==> config.mk <==
export PLATFORM = sky130hd
export DESIGN_NAME = segmentation_overlap_metrics_unit
export DESIGN_NICKNAME = d
export VERILOG_FILES = /design/src/sv/sov_pkg.sv /design/src/sv/sov_front.sv /design/src/sv/sov_queue.sv /design/src/sv/sov_accum.sv /design/src/sv/sov_ratio.sv /design/src/sv/segmentation_overlap_metrics_unit.sv
export SDC_FILE = /design/constraint.sdc
export NUM_CORES = 1
export LEC_CHECK = 0
export BUFFER_PORTS_ARGS = -buffer_cell sky130_fd_sc_hd__buf_2
export CORE_MARGIN = 4
export CORE_UTILIZATION = 40
export DETAILED_ROUTE_END_ITERATION = 10
export PLACE_DENSITY = 0.59
export SLEW_MARGIN = 5
export SYNTH_ARGS = -nofsm -noshare
export SYNTH_HDL_FRONTEND = slang
export SYNTH_HIERARCHICAL = 1
export SYNTH_SLANG_ARGS = --single-unit
==> constraint.sdc <==
create_clock -name aclk -period 13.6 [get_ports aclk]
set_input_delay 2.04 -clock aclk [delete_from_list [all_inputs] [get_ports aclk]]
set_output_delay 2.04 -clock aclk [all_outputs]
set_load 0.1 [all_outputs]
==> src/sv/sov_pkg.sv <==
// Package with the shared widths, constants and types of the overlap metrics unit.
`timescale 1ns / 1ps
package sov_pkg;

    localparam int COUNT_WIDTH_DEF         = 32;
    localparam int RATIO_FRACTION_BITS_DEF = 16;

    localparam int LOGIT_W     = 16;
    localparam int MASK_W      = 8;
    localparam int CUT_W       = 17;
    localparam int RATIO_W     = 17;
    localparam int COUNT_OUT_W = 32;

    localparam int S_TDATA_W = 24;
    localparam int M_TDATA_W = 152;

    localparam logic [MASK_W-1:0] MASK_POSITIVE = 8'd128;

    localparam int QUEUE_DEPTH = 4;

    // Classified pixel as it waits between the front and the accumulators.
    typedef struct packed {
        logic last;
        logic truth;
        logic pred;
    } pixel_class_t;

endpackage

==> src/sv/sov_front.sv <==
// Front stage: holds the logit cut, classifies each incoming pixel and pushes it to the queue.
`timescale 1ns / 1ps
module sov_front (
    input  logic                          aclk,
    input  logic                          aresetn,
    input  logic                          cfg_wr_en,
    input  logic [sov_pkg::CUT_W-1:0]     cfg_wr_data,
    input  logic                          s_tvalid,
    output logic                          s_tready,
    input  logic [sov_pkg::S_TDATA_W-1:0] s_tdata,
    input  logic                          s_tlast,
    input  logic                          queue_full,
    output logic                          push,
    output sov_pkg::pixel_class_t         push_data
);
    import sov_pkg::*;

    logic signed [CUT_W-1:0]   logit_cut_reg;
    logic signed [LOGIT_W-1:0] logit;
    logic        [MASK_W-1:0]  mask_level;
    logic signed [CUT_W-1:0]   logit_ext;

    always_ff @(posedge aclk) begin
        if (!aresetn) begin
            logit_cut_reg <= '0;
        end else if (cfg_wr_en) begin
            logit_cut_reg <= cfg_wr_data;
        end
    end

    assign logit      = s_tdata[LOGIT_W-1:0];
    assign mask_level = s_tdata[LOGIT_W+MASK_W-1:LOGIT_W];
    assign logit_ext  = CUT_W'(logit);

    assign s_tready = !queue_full;
    assign push     = s_tvalid && !queue_full;

    always_comb begin
        push_data.pred  = logit_ext >= logit_cut_reg;
        push_data.truth = mask_level >= MASK_POSITIVE;
        push_data.last  = s_tlast;
    end

endmodule

==> src/sv/sov_queue.sv <==
// Short queue of classified pixels between the front and the accumulators.
`timescale 1ns / 1ps
module sov_queue (
    input  logic                  aclk,
    input  logic                  aresetn,
    input  logic                  push,
    input  sov_pkg::pixel_class_t push_data,
    output logic                  full,
    input  logic                  pop,
    output logic                  not_empty,
    output sov_pkg::pixel_class_t pop_data
);
    import sov_pkg::*;

    localparam int PTR_W = $clog2(QUEUE_DEPTH);
    localparam int CNT_W = $clog2(QUEUE_DEPTH + 1);

    pixel_class_t           entry_reg [QUEUE_DEPTH];
    logic [PTR_W-1:0]       wr_ptr_reg, wr_ptr_next;
    logic [PTR_W-1:0]       rd_ptr_reg, rd_ptr_next;
    logic [CNT_W-1:0]       fill_reg, fill_next;

    assign full      = fill_reg == CNT_W'(QUEUE_DEPTH);
    assign not_empty = fill_reg != '0;
    assign pop_data  = entry_reg[rd_ptr_reg];

    always_comb begin
        wr_ptr_next = push ? wr_ptr_reg + 1'b1 : wr_ptr_reg;
        rd_ptr_next = pop  ? rd_ptr_reg + 1'b1 : rd_ptr_reg;
        fill_next   = fill_reg;
        if (push && !pop) begin
            fill_next = fill_reg + 1'b1;
        end else if (pop && !push) begin
            fill_next = fill_reg - 1'b1;
        end
    end

    always_ff @(posedge aclk) begin
        if (!aresetn) begin
            wr_ptr_reg <= '0;
            rd_ptr_reg <= '0;
            fill_reg   <= '0;
        end else begin
            wr_ptr_reg <= wr_ptr_next;
            rd_ptr_reg <= rd_ptr_next;
            fill_reg   <= fill_next;
        end
    end

    always_ff @(posedge aclk) begin
        if (push) begin
            entry_reg[wr_ptr_reg] <= push_data;
        end
    end

endmodule

==> src/sv/sov_accum.sv <==
// Back stage: saturating run counters, handing the run totals to the ratio unit at end of run.
`timescale 1ns / 1ps
module sov_accum #(
    parameter int COUNT_WIDTH = sov_pkg::COUNT_WIDTH_DEF
) (
    input  logic                  aclk,
    input  logic                  aresetn,
    input  logic                  q_not_empty,
    input  sov_pkg::pixel_class_t q_data,
    output logic                  pop,
    input  logic                  ratio_idle,
    output logic                  start,
    output logic [COUNT_WIDTH-1:0] overlap_total,
    output logic [COUNT_WIDTH-1:0] joined_total,
    output logic [COUNT_WIDTH:0]   card_total,
    output logic [COUNT_WIDTH-1:0] agree_total,
    output logic [COUNT_WIDTH-1:0] pixel_total
);
    import sov_pkg::*;

    localparam int CW = COUNT_WIDTH;

    logic [CW-1:0] overlap_reg, overlap_next;
    logic [CW-1:0] joined_reg, joined_next;
    logic [CW:0]   card_reg, card_next;
    logic [CW-1:0] agree_reg, agree_next;
    logic [CW-1:0] pixel_reg, pixel_next;

    logic [CW:0]   overlap_sum, joined_sum, agree_sum, pixel_sum;
    logic [CW+1:0] card_sum;
    logic [1:0]    card_inc;

    // A last pixel waits in the queue until the ratio unit can take the run.
    assign pop   = q_not_empty && (!q_data.last || ratio_idle);
    assign start = pop && q_data.last;

    // Each counter sits at or below its all-ones value, so a carry out means saturation.
    always_comb begin
        card_inc    = {1'b0, q_data.pred} + {1'b0, q_data.truth};
        overlap_sum = {1'b0, overlap_reg} + (CW+1)'(q_data.pred && q_data.truth);
        joined_sum  = {1'b0, joined_reg}  + (CW+1)'(q_data.pred || q_data.truth);
        agree_sum   = {1'b0, agree_reg}   + (CW+1)'(q_data.pred == q_data.truth);
        pixel_sum   = {1'b0, pixel_reg}   + (CW+1)'(1);
        card_sum    = {1'b0, card_reg}    + (CW+2)'(card_inc);

        overlap_total = overlap_sum[CW] ? {CW{1'b1}} : overlap_sum[CW-1:0];
        joined_total  = joined_sum[CW]  ? {CW{1'b1}} : joined_sum[CW-1:0];
        agree_total   = agree_sum[CW]   ? {CW{1'b1}} : agree_sum[CW-1:0];
        pixel_total   = pixel_sum[CW]   ? {CW{1'b1}} : pixel_sum[CW-1:0];
        card_total    = card_sum[CW+1]  ? {(CW+1){1'b1}} : card_sum[CW:0];

        overlap_next = overlap_reg;
        joined_next  = joined_reg;
        card_next    = card_reg;
        agree_next   = agree_reg;
        pixel_next   = pixel_reg;
        if (pop) begin
            if (q_data.last) begin
                overlap_next = '0;
                joined_next  = '0;
                card_next    = '0;
                agree_next   = '0;
                pixel_next   = '0;
            end else begin
                overlap_next = overlap_total;
                joined_next  = joined_total;
                card_next    = card_total;
                agree_next   = agree_total;
                pixel_next   = pixel_total;
            end
        end
    end

    always_ff @(posedge aclk) begin
        if (!aresetn) begin
            overlap_reg <= '0;
            joined_reg  <= '0;
            card_reg    <= '0;
            agree_reg   <= '0;
            pixel_reg   <= '0;
        end else begin
            overlap_reg <= overlap_next;
            joined_reg  <= joined_next;
            card_reg    <= card_next;
            agree_reg   <= agree_next;
            pixel_reg   <= pixel_next;
        end
    end

endmodule

==> src/sv/sov_ratio.sv <==
// Ratio unit: three restoring dividers stepping one quotient bit per cycle, plus the result register.
`timescale 1ns / 1ps
module sov_ratio #(
    parameter int COUNT_WIDTH         = sov_pkg::COUNT_WIDTH_DEF,
    parameter int RATIO_FRACTION_BITS = sov_pkg::RATIO_FRACTION_BITS_DEF
) (
    input  logic                          aclk,
    input  logic                          aresetn,
    input  logic                          start,
    output logic                          idle,
    input  logic [COUNT_WIDTH-1:0]        overlap_total,
    input  logic [COUNT_WIDTH-1:0]        joined_total,
    input  logic [COUNT_WIDTH:0]          card_total,
    input  logic [COUNT_WIDTH-1:0]        agree_total,
    input  logic [COUNT_WIDTH-1:0]        pixel_total,
    output logic                          m_tvalid,
    input  logic                          m_tready,
    output logic [sov_pkg::M_TDATA_W-1:0] m_tdata
);
    import sov_pkg::*;

    localparam int CW    = COUNT_WIDTH;
    localparam int FB    = RATIO_FRACTION_BITS;
    localparam int DW    = CW + 1;
    localparam int STP_W = $clog2(FB + 1);
    localparam int QW    = (FB + 1 > RATIO_W) ? FB + 1 : RATIO_W;
    localparam int XW    = (CW > COUNT_OUT_W) ? CW : COUNT_OUT_W;
    localparam int LANES = 3;

    localparam logic [1:0] ST_IDLE = 2'd0;
    localparam logic [1:0] ST_RUN  = 2'd1;
    localparam logic [1:0] ST_DONE = 2'd2;

    logic [1:0]       state_reg, state_next;
    logic [STP_W-1:0] step_reg, step_next;

    logic [DW-1:0]    rem_reg  [LANES];
    logic [DW-1:0]    den_reg  [LANES];
    logic [FB-1:0]    quo_reg  [LANES];
    logic             one_reg  [LANES];

    logic [DW-1:0]    num_in   [LANES];
    logic [DW-1:0]    den_in   [LANES];
    logic [DW:0]      rem_dbl  [LANES];
    logic [DW:0]      rem_diff [LANES];
    logic             take     [LANES];
    logic [QW-1:0]    q_full   [LANES];
    logic [RATIO_W-1:0] ratio_out [LANES];

    logic [COUNT_OUT_W-1:0] overlap_out_reg, joined_out_reg, total_out_reg;

    function automatic logic [COUNT_OUT_W-1:0] clamp_count(input logic [CW-1:0] c);
        logic [XW-1:0] cx;
        cx = XW'(c);
        if (cx > XW'({COUNT_OUT_W{1'b1}})) begin
            return {COUNT_OUT_W{1'b1}};
        end
        return cx[COUNT_OUT_W-1:0];
    endfunction

    always_comb begin
        num_in[0] = {1'b0, overlap_total};
        den_in[0] = {1'b0, joined_total};
        num_in[1] = {overlap_total, 1'b0};
        den_in[1] = card_total;
        num_in[2] = {1'b0, agree_total};
        den_in[2] = (pixel_total == '0) ? DW'(1) : {1'b0, pixel_total};
    end

    always_comb begin
        for (int i = 0; i < LANES; i++) begin
            rem_dbl[i]  = {rem_reg[i], 1'b0};
            take[i]     = rem_dbl[i] >= {1'b0, den_reg[i]};
            rem_diff[i] = rem_dbl[i] - {1'b0, den_reg[i]};
            // A run with an empty denominator, or a numerator at or above it, is 1.0.
            q_full[i]   = one_reg[i] ? (QW'(1) << FB) : QW'(quo_reg[i]);
            ratio_out[i] = (q_full[i] > QW'({RATIO_W{1'b1}})) ? {RATIO_W{1'b1}}
                                                              : q_full[i][RATIO_W-1:0];
        end
    end

    assign idle     = state_reg == ST_IDLE;
    assign m_tvalid = state_reg == ST_DONE;
    assign m_tdata  = {5'd0, total_out_reg, joined_out_reg, overlap_out_reg,
                       ratio_out[2], ratio_out[1], ratio_out[0]};

    always_comb begin
        state_next = state_reg;
        step_next  = step_reg;
        case (state_reg)
            ST_IDLE: begin
                if (start) begin
                    state_next = ST_RUN;
                    step_next  = '0;
                end
            end
            ST_RUN: begin
                step_next = step_reg + 1'b1;
                if (step_reg == STP_W'(FB - 1)) begin
                    state_next = ST_DONE;
                end
            end
            ST_DONE: begin
                if (m_tready) begin
                    state_next = ST_IDLE;
                end
            end
            default: begin
                state_next = ST_IDLE;
            end
        endcase
    end

    always_ff @(posedge aclk) begin
        if (!aresetn) begin
            state_reg <= ST_IDLE;
            step_reg  <= '0;
        end else begin
            state_reg <= state_next;
            step_reg  <= step_next;
        end
    end

    always_ff @(posedge aclk) begin
        if (state_reg == ST_IDLE && start) begin
            for (int i = 0; i < LANES; i++) begin
                rem_reg[i] <= num_in[i];
                den_reg[i] <= den_in[i];
                quo_reg[i] <= '0;
                one_reg[i] <= (den_in[i] == '0) || (num_in[i] >= den_in[i]);
            end
            overlap_out_reg <= clamp_count(overlap_total);
            joined_out_reg  <= clamp_count(joined_total);
            total_out_reg   <= clamp_count(pixel_total);
        end else if (state_reg == ST_RUN) begin
            for (int i = 0; i < LANES; i++) begin
                rem_reg[i] <= take[i] ? rem_diff[i][DW-1:0] : rem_dbl[i][DW-1:0];
                quo_reg[i] <= {quo_reg[i][FB-2:0], take[i]};
            end
        end
    end

endmodule

==> src/sv/segmentation_overlap_metrics_unit.sv <==
// Top level of the segmentation overlap metrics unit: IoU, Dice and pixel accuracy per run.
//
// Input stream: one pixel word per s_ handshake, s_tdata carrying the Q8.8 logit and the
// mask level, s_tlast marking the last pixel of an evaluation run. Pixels are accepted
// one per cycle while the four-entry classification queue has room.
// Output stream: one result word per run, on the m_ channel, after the last pixel.
// The result follows the accepted last pixel once the pixels queued ahead of it are counted
// and the three restoring dividers, which produce one quotient bit per cycle, have run.
// Pixels of the next run keep accumulating while a result is computed or waits; a last
// pixel that arrives before the previous result has been taken is held in the queue,
// and the queue then fills and drops s_tready.
// The result stays on m_tdata, unchanged, until m_tready is seen high.
// cfg_wr_en writes the logit cut at once; write it only while no pixel is in flight.
// After aresetn the counters are zero, the logit cut is zero and no result is pending.
`timescale 1ns / 1ps
module segmentation_overlap_metrics_unit #(
    parameter int COUNT_WIDTH         = sov_pkg::COUNT_WIDTH_DEF,
    parameter int RATIO_FRACTION_BITS = sov_pkg::RATIO_FRACTION_BITS_DEF
) (
    input  logic                          aclk,
    input  logic                          aresetn,
    input  logic                          cfg_wr_en,
    input  logic [sov_pkg::CUT_W-1:0]     cfg_wr_data,
    input  logic                          s_tvalid,
    output logic                          s_tready,
    // logit[15:0], mask_level[23:16]
    input  logic [sov_pkg::S_TDATA_W-1:0] s_tdata,
    input  logic                          s_tlast,
    output logic                          m_tvalid,
    input  logic                          m_tready,
    // iou[16:0], dice[33:17], accuracy[50:34], overlap_count[82:51],
    // joined_count[114:83], total_count[146:115], zero fill[151:147]
    output logic [sov_pkg::M_TDATA_W-1:0] m_tdata
);
    import sov_pkg::*;

    logic                   push, queue_full, pop, q_not_empty;
    pixel_class_t           push_data, pop_data;
    logic                   ratio_idle, start;
    logic [COUNT_WIDTH-1:0] overlap_total, joined_total, agree_total, pixel_total;
    logic [COUNT_WIDTH:0]   card_total;

    sov_front u_front (
        .aclk        (aclk),
        .aresetn     (aresetn),
        .cfg_wr_en   (cfg_wr_en),
        .cfg_wr_data (cfg_wr_data),
        .s_tvalid    (s_tvalid),
        .s_tready    (s_tready),
        .s_tdata     (s_tdata),
        .s_tlast     (s_tlast),
        .queue_full  (queue_full),
        .push        (push),
        .push_data   (push_data)
    );

    sov_queue u_queue (
        .aclk      (aclk),
        .aresetn   (aresetn),
        .push      (push),
        .push_data (push_data),
        .full      (queue_full),
        .pop       (pop),
        .not_empty (q_not_empty),
        .pop_data  (pop_data)
    );

    sov_accum #(
        .COUNT_WIDTH (COUNT_WIDTH)
    ) u_accum (
        .aclk          (aclk),
        .aresetn       (aresetn),
        .q_not_empty   (q_not_empty),
        .q_data        (pop_data),
        .pop           (pop),
        .ratio_idle    (ratio_idle),
        .start         (start),
        .overlap_total (overlap_total),
        .joined_total  (joined_total),
        .card_total    (card_total),
        .agree_total   (agree_total),
        .pixel_total   (pixel_total)
    );

    sov_ratio #(
        .COUNT_WIDTH         (COUNT_WIDTH),
        .RATIO_FRACTION_BITS (RATIO_FRACTION_BITS)
    ) u_ratio (
        .aclk          (aclk),
        .aresetn       (aresetn),
        .start         (start),
        .idle          (ratio_idle),
        .overlap_total (overlap_total),
        .joined_total  (joined_total),
        .card_total    (card_total),
        .agree_total   (agree_total),
        .pixel_total   (pixel_total),
        .m_tvalid      (m_tvalid),
        .m_tready      (m_tready),
        .m_tdata       (m_tdata)
    );

endmodule

==> impl_metrics.csv, run 1 <==
group,metric,value,unit
worst_setup_path,reg2reg_to,"u_ratio/one_reg[0][2]$_DFFE_PP_",
timing,rsz0062_at_grt,"no",
logic_synthesis,yosys_warnings,6,
timing,fin_tns_setup,0,ns
routing,vias,29100,
global_routing,grt_max_degree,102,
worst_hold_path,holdPathEnd,"u_ratio/step_reg[3]$_SDFFE_PN0P_",
logic_synthesis,synth.most_common_cell,"nand2_1",
cells_and_area,largest_reg_flops,99,
logic_synthesis,ys_types,105,
global_routing,grt_util_all_layers,22.1,%
global_routing,grt_pass1_vias,27100,
timing,finalCriticalPeriod,5.89,ns
global_routing,grt_overflow_total,0,
logic_synthesis,synth_area_leaders,"edfxtp_1 (28%), dfxtp_1 (11%), ha_1 (8.2%)",
timing,skew,0.0192,ns
pwr,swShare,48.5,%
timing,worst_pin_slew,1.05,ns
logic_synthesis,synth_edf_count,323,
place,preCtsSetupSlack,7.71,ns
routing,detail-route-antenna-nets,0,
timing,drv_slew,0,
timing,maxSlewHeadroom,29.9,%
logic_synthesis,syn_area,34600,µm²
clocking,cts_resized,0,
worst_setup_path,rr_worst_depth,21,
cells_and_area,drive_gt1_share,10.6,%
pwr,powerDensity,249,nW/µm²
timing,setup_viol,0,
clocking,cts.clk_slew.worst_paths,0.06,ns
worst_hold_path,min_path_type,"flop to flop",
floorplanning,ios,201,
worst_setup_path,r2r_slack,7.71,ns
logic_synthesis,avgSynthCellArea,8.96,µm²
pwr,worst_ir_drop_vdd,229,µV
routing,drc,0,
clocking,hold_buffers,0,
logic_synthesis,synth_top_cell_area_share,28.0,%
place,dp_hpwl,73.7,mm
pwr,leakagePower,15.4,nW
worst_setup_path,startpoint_type,"flop",
logic_synthesis,synthTopCellsByCount,"nand2_1 (358), edfxtp_1 (323), inv_1 (286), ha_1 (227), o21ai_0 (222)",
logic_synthesis,synth_ff_type,"edfxtp_1",
routing,routed_wl,104,mm
clocking,post-cts-setup-buffer-count,0,
worst_setup_path,crit_type,"flop to flop",
routing,drtPass1Iterations,6,
clocking,clkSinkCount,517,
logic_synthesis,synth-simple-area-share,20.8,%
floorplanning,core-area,85400,µm²
logic_synthesis,synth_xor_area_share,4.48,%
worst_setup_path,worstPathRequired,13.94,ns
job,drv_cap,0,
logic_synthesis,synth_compound_area_share,17.9,%
timing,hold_viol,0,
timing,fin_ws,7.71,ns
pwr,seqPwrFrac,26.5,%
logic_synthesis,ys_seq_area_share,39.3,%
clocking,clkLatencyLatePin,0.61,ns
logic_synthesis,async_reset_ff_share,0,%
worst_hold_path,holdPathStages,1,
logic_synthesis,synth_adder_area_share,8.50,%
floorplanning,dieHeight,302,µm
cells_and_area,area_growth,10.5,%
clocking,clockBufferDepth,3,
floorplanning,fp.dieW,302,µm
logic_synthesis,synth_top_family_by_area,"simple AND/OR/NAND/NOR gates",
cells_and_area,antenna_cells,0,
floorplanning,initial_core_util,40.5,%
worst_setup_path,end_kind,"flop",
place,placed_cells,4958,
place,port_buffers,188,
timing,fmax,170,MHz
floorplanning,rows,107,
clocking,cts_tree,"yes",
worst_setup_path,cp_max_fo,11,
worst_setup_path,cp.arrival,6.22,ns
timing,period_share,43.3,%
routing,wl_per_cell,20.4,µm
worst_hold_path,holdCritStartpoint,"u_ratio/step_reg[3]$_SDFFE_PN0P_",
floorplanning,die_area,91200,µm²
routing,vias_per_cell,5.73,
cells_and_area,nFillCells,8401,
cells_and_area,finalNonFillerCells,5081,
global_routing,antenna_found_initial,0,
outcome,outcome,"finished, final reports clean",
global_routing,grt_pass1_wl,159,mm
pwr,combPwrFrac,54.5,%
logic_synthesis,syn_inst,3861,
logic_synthesis,synth_top_area_cell,"edfxtp_1",
logic_synthesis,ys_seq_elements,517,
routing,drt_iter0_drc,2498,
pwr,clockPowerShare,19.0,%
clocking,h-tree-depth,3,
clocking,root_buffer,"clkbuf_16",
pwr,p_sw,4.61,mW
logic_synthesis,synth_mux_area_share,2.28,%
place,place_congestion,0.895,
cells_and_area,nets,4162,
clocking,numCtsBuffers,67,
pwr,internal_power,4.89,mW
==> worst max-delay path, cell delays in order, from the launching register on <==
cell,delay (ns)
dfxtp_1,0.42
mux4_2,0.56
inv_1,0.13
ha_1,0.25
inv_1,0.06
ha_1,0.18
ha_1,0.23
and2_1,0.27
nand4_1,0.28
or3_1,0.65
nand2b_1,0.18
inv_1,0.09
ha_1,0.28
nand2b_1,0.14
a21o_1,0.17
a21o_1,0.18
a21o_1,0.18
a21o_1,0.18
a2111oi_0,0.36
o21ai_0,0.26
a221oi_1,0.44
o31ai_1,0.13
==> logic make-up after synthesis <==
logic type	after synthesis
adders and majority gates	232
DFF	517
buffers and inverters	558
and+or+nand+nor	1367
other	1
AOI/OAI and AO/OA	935
xor gates and xnor gates	177
muxes	74
==> per-layer routing <==
layer	track usage [%]	share of wire, %	vias up	wire length, µm
met3	4.20	7.4	159	7630
met1	30.5	44	14000	46000
met2	35.0	45	939	46700
met4	7.45	3.2	0	3290
met5	0	0	-	0
li1	-	-	14100	-
==> power by group through the flow <==
stage	combinational, mW	clock [mW]	sequential [mW]
after floorplan	3.76	0	2.83
after global routing	5.61	1.93	2.56
after detailed placement	5.12	0	2.55
after CTS	5.15	1.86	2.52
after global placement	5.11	0	2.55
final	5.18	1.80	2.52
==> cells in the final DEF, fill, tap and decap left out, types with 69 or more instances in the layout <==
cell,n
nand2_1,356
a21oi_1,216
and2_1,85
buf_2,188
nor2_1,191
clkbuf_16,69
nor2b_1,103
ha_1,227
edfxtp_1,323
nand3_1,109
xnor2_1,122
nor3_1,121
a21o_1,103
inv_1,283
nand4_1,102
o21ai_0,220
dfxtp_1,194
==> cell type report <==
cell class | count | area, µm² | area share (%)
timing repair buffer | 221 | 1190 | 3.11
tap | 1144 | 1430 | 3.75
multi-input combinational | 2790 | 18700 | 49.0
clock buffer | 89 | 1820 | 4.77
clock inverter | 34 | 393 | 1.03
inverter | 286 | 1080 | 2.84
sequential | 517 | 13600 | 35.5
==> through the flow <==
stage	util, %	hold WS, ns	instance area, µm²	power, mW
floorplan	-	0.414	34600	6.60
global placement	42.1	0.436	36000	7.65
detailed placement	42.1	0.447	36000	7.68
CTS	44.7	0.458	38200	9.54
global route	44.7	0.480	38200	10.1
finish	44.7	0.479	38200	9.50
==> worst max-delay path by stage <==
stage                     from                                  end  depth (start not counted)
after global routing      flop      u_ratio/one_reg[0][2]$_DFFE_PP_                         21
final                     flop      u_ratio/one_reg[0][2]$_DFFE_PP_                         21
after floorplan           flop  u_ratio/quo_reg[0][0]$_SDFFCE_PN0P_                          8
after detailed placement  flop      u_ratio/one_reg[0][2]$_DFFE_PP_                         21
after global placement    flop      u_ratio/one_reg[0][2]$_DFFE_PP_                         21
after CTS                 flop      u_ratio/one_reg[0][2]$_DFFE_PP_                         21
Note: power is estimated with default switching activity, not from simulation.
==> run 2: changes to the inputs <==
ABC_AREA = 1   (was default)
clock period = 6.01 ns   (was 13.6 ns; I/O delays follow)
==> impl_metrics.csv, run 2 <==
group,metric,value,unit
pwr,fin_total_pwr,25.5,mW
pwr,worst_ir_drop_vdd,627,µV
cells_and_area,largest_reg_flops,99,
cells_and_area,drive_gt1_share,11.0,%
routing,routed_wl,116,mm
worst_setup_path,worstPathRequired,6.48,ns
clocking,clkSinkCount,517,
job,drv_cap,0,
global_routing,grt_overflow_total,0,
routing,drt_iter0_drc,3191,
place,place_congestion,0.954,
clocking,hold_buffers,0,
timing,fmax,217,MHz
pwr,seqPwrFrac,24.1,%
clocking,clockBufferDepth,3,
global_routing,grt_util_all_layers,22.9,%
routing,detail-route-antenna-nets,0,
timing,fin_ws,1.39,ns
logic_synthesis,ys_seq_elements,517,
logic_synthesis,synth_edf_count,323,
worst_setup_path,path_common_cell,"ha_1",
logic_synthesis,synthTopCellsByCount,"nand2_1 (1821), inv_1 (880), nor2_1 (464), edfxtp_1 (323), a21oi_1 (292)",
timing,finalCriticalPeriod,4.62,ns
clocking,cts_resized,0,
logic_synthesis,synth_mux_area_share,0,%
floorplanning,die_area,99100,µm²
routing,vias_per_cell,5.02,
timing,period_share,76.8,%
logic_synthesis,synth_area_leaders,"edfxtp_1 (26%), nand2_1 (18%), dfxtp_1 (10%)",
clocking,cts_tree,"yes",
routing,drtPass1Iterations,6,
floorplanning,ios,201,
worst_setup_path,critPathBufInv,3,
timing,skew,0.0239,ns
logic_synthesis,synth_ff_type,"edfxtp_1",
logic_synthesis,async_reset_ff_share,0,%
worst_setup_path,cp.arrival,5.09,ns
cells_and_area,layout_common_cells,"nand2_1 (1821), inv_1 (878), nor2_1 (463)",
routing,vias,34000,
place,dpl-instance-area,39200,µm²
logic_synthesis,avgSynthCellArea,6.98,µm²
pwr,p_sw,13.7,mW
timing,drv_slew,0,
global_routing,grt_pass1_vias,31300,
worst_setup_path,end_kind,"flop",
global_routing,grt_pass1_wl,178,mm
logic_synthesis,syn_area,37600,µm²
clocking,root_buffer,"clkbuf_16",
cells_and_area,area_growth,10.3,%
worst_setup_path,path_delay_family,"simple AND/OR/NAND/NOR gates",
floorplanning,core-area,93300,µm²
worst_setup_path,max_stage_delay,0.45,ns
pwr,clockPowerShare,16.5,%
floorplanning,fp.dieW,315,µm
worst_setup_path,crit_chain,"o21ai_0, o22ai_1, inv_1, ha_1, inv_1, ha_1, ha_1, nand2_1, nor2_4, nand2_4, nor2_8, nand3_4, nand3_2, ha_1, nand4_1, inv_1, nand2_1, nor4_1, nand4_1, nand3_1",
global_routing,grt_max_degree,166,
floorplanning,rows,112,
logic_synthesis,synth_top_area_cell,"edfxtp_1",
worst_setup_path,critPathSlowestCell,"nand3_4",
logic_synthesis,synth.most_common_cell,"nand2_1",
floorplanning,dieHeight,315,µm
routing,drc,0,
logic_synthesis,synth-simple-area-share,36.1,%
logic_synthesis,synth_top_cell_area_share,25.8,%
logic_synthesis,ys_types,50,
logic_synthesis,ys_seq_area_share,36.1,%
worst_hold_path,min_path_type,"flop to flop",
pwr,internal_power,11.8,mW
place,preCtsSetupSlack,1.43,ns
cells_and_area,fin_area,41500,µm²
logic_synthesis,yosys_warnings,6,
place,port_buffers,188,
pwr,leakagePower,19.8,nW
clocking,h-tree-depth,3,
timing,setup_viol,0,
logic_synthesis,synth_adder_area_share,7.81,%
routing,wl_per_cell,17.1,µm
worst_setup_path,crit_type,"flop to flop",
cells_and_area,nets,5749,
timing,maxSlewHeadroom,23.8,%
cells_and_area,final_common_cell,"nand2_1",
logic_synthesis,synth_xor_area_share,1.84,%
clocking,clkLatencyLatePin,0.62,ns
outcome,outcome,"finished, final reports clean",
timing,rsz0062_at_grt,"no",
clocking,numCtsBuffers,66,
floorplanning,initial_core_util,40.3,%
timing,worst_hold_slack,0.431,ns
global_routing,antenna_found_initial,3,
logic_synthesis,syn_inst,5392,
pwr,powerDensity,615,nW/µm²
pwr,swShare,53.7,%
timing,hold_viol,0,
worst_setup_path,startpoint_type,"flop",
pwr,combPwrFrac,59.4,%
clocking,cts.clk_slew.worst_paths,0.06,ns
place,dp_hpwl,86.9,mm
clocking,post-cts-setup-buffer-count,0,
logic_synthesis,synth_top_family_by_area,"simple AND/OR/NAND/NOR gates",
worst_setup_path,cp_max_fo,30,
logic_synthesis,synth_compound_area_share,6.20,%
timing,worst_pin_slew,1.14,ns
run 2: cells by family (layout without fill, tap and decap cells):
group                      after synthesis  after routing
and+or+nand+nor                       3021           3021
other                                    1              6
DFF                                    517            517
AOI/OAI and AO/OA                      446            446
buffers and inverters                 1096           1224
adders and majority gates              232            232
xor gates and xnor gates                79             79
run 2: worst paths after layout:
kind | to | cells past startpoint | startpoint | slack [ns]
setup / recovery | u_ratio/one_reg[0][2]$_DFFE_PP_ | 20 | flop | 1.39
hold / removal | flop | 1 | u_queue/rd_ptr_reg[1]$_SDFFE_PN0P_ | 0.43
setup reg to reg | u_ratio/one_reg[0][2]$_DFFE_PP_ | 20 | flop | 1.39
hold reg to reg | flop | 1 | u_queue/rd_ptr_reg[1]$_SDFFE_PN0P_ | 0.43
run 2: cell type report:
cell class                 instances  area [µm²]
multi-input combinational       3783       19600
timing repair buffer             202        1070
sequential                       517       13600
clock inverter                    41         470
tap                             1254        1570
antenna                            1        2.50
fill                            9751       51800
inverter                         900        3390
clock buffer                      81        1830
run 2: layer usage:
metal / vias to the layer above / GRT usage (%) / routed length, µm
met5: - / 0 / 12
met4: 2 / 6.64 / 3080
met3: 150 / 3.03 / 7840
met2: 970 / 35.4 / 50600
met1: 15800 / 33.3 / 54600
li1: 17100 / - / -
run 2: power groups by stage:
stage | registers, mW | clock network, mW | logic, mW
finish | 6.15 | 4.22 | 15.2
global route | 6.25 | 4.50 | 16.6
CTS | 6.15 | 4.35 | 15.1
detailed placement | 6.21 | 0 | 15.0
global placement | 6.19 | 0 | 14.9
floorplan | 7.30 | 0 | 10.6
run 2: through the flow:
| stage | util [%] | std cells | TNS (ns) |
|---|---|---|---|
| 6_report | 44.5 | 6779 | 0 |
| 5_1_grt | 44.5 | 6778 | 0 |
| 4_1_cts | 44.5 | 6778 | 0 |
| 3_5_place_dp | 42.0 | 6656 | 0 |
| 3_3_place_gp | 42.0 | 6656 | 0 |
| 2_1_floorplan | - | 5396 | -117.41 |
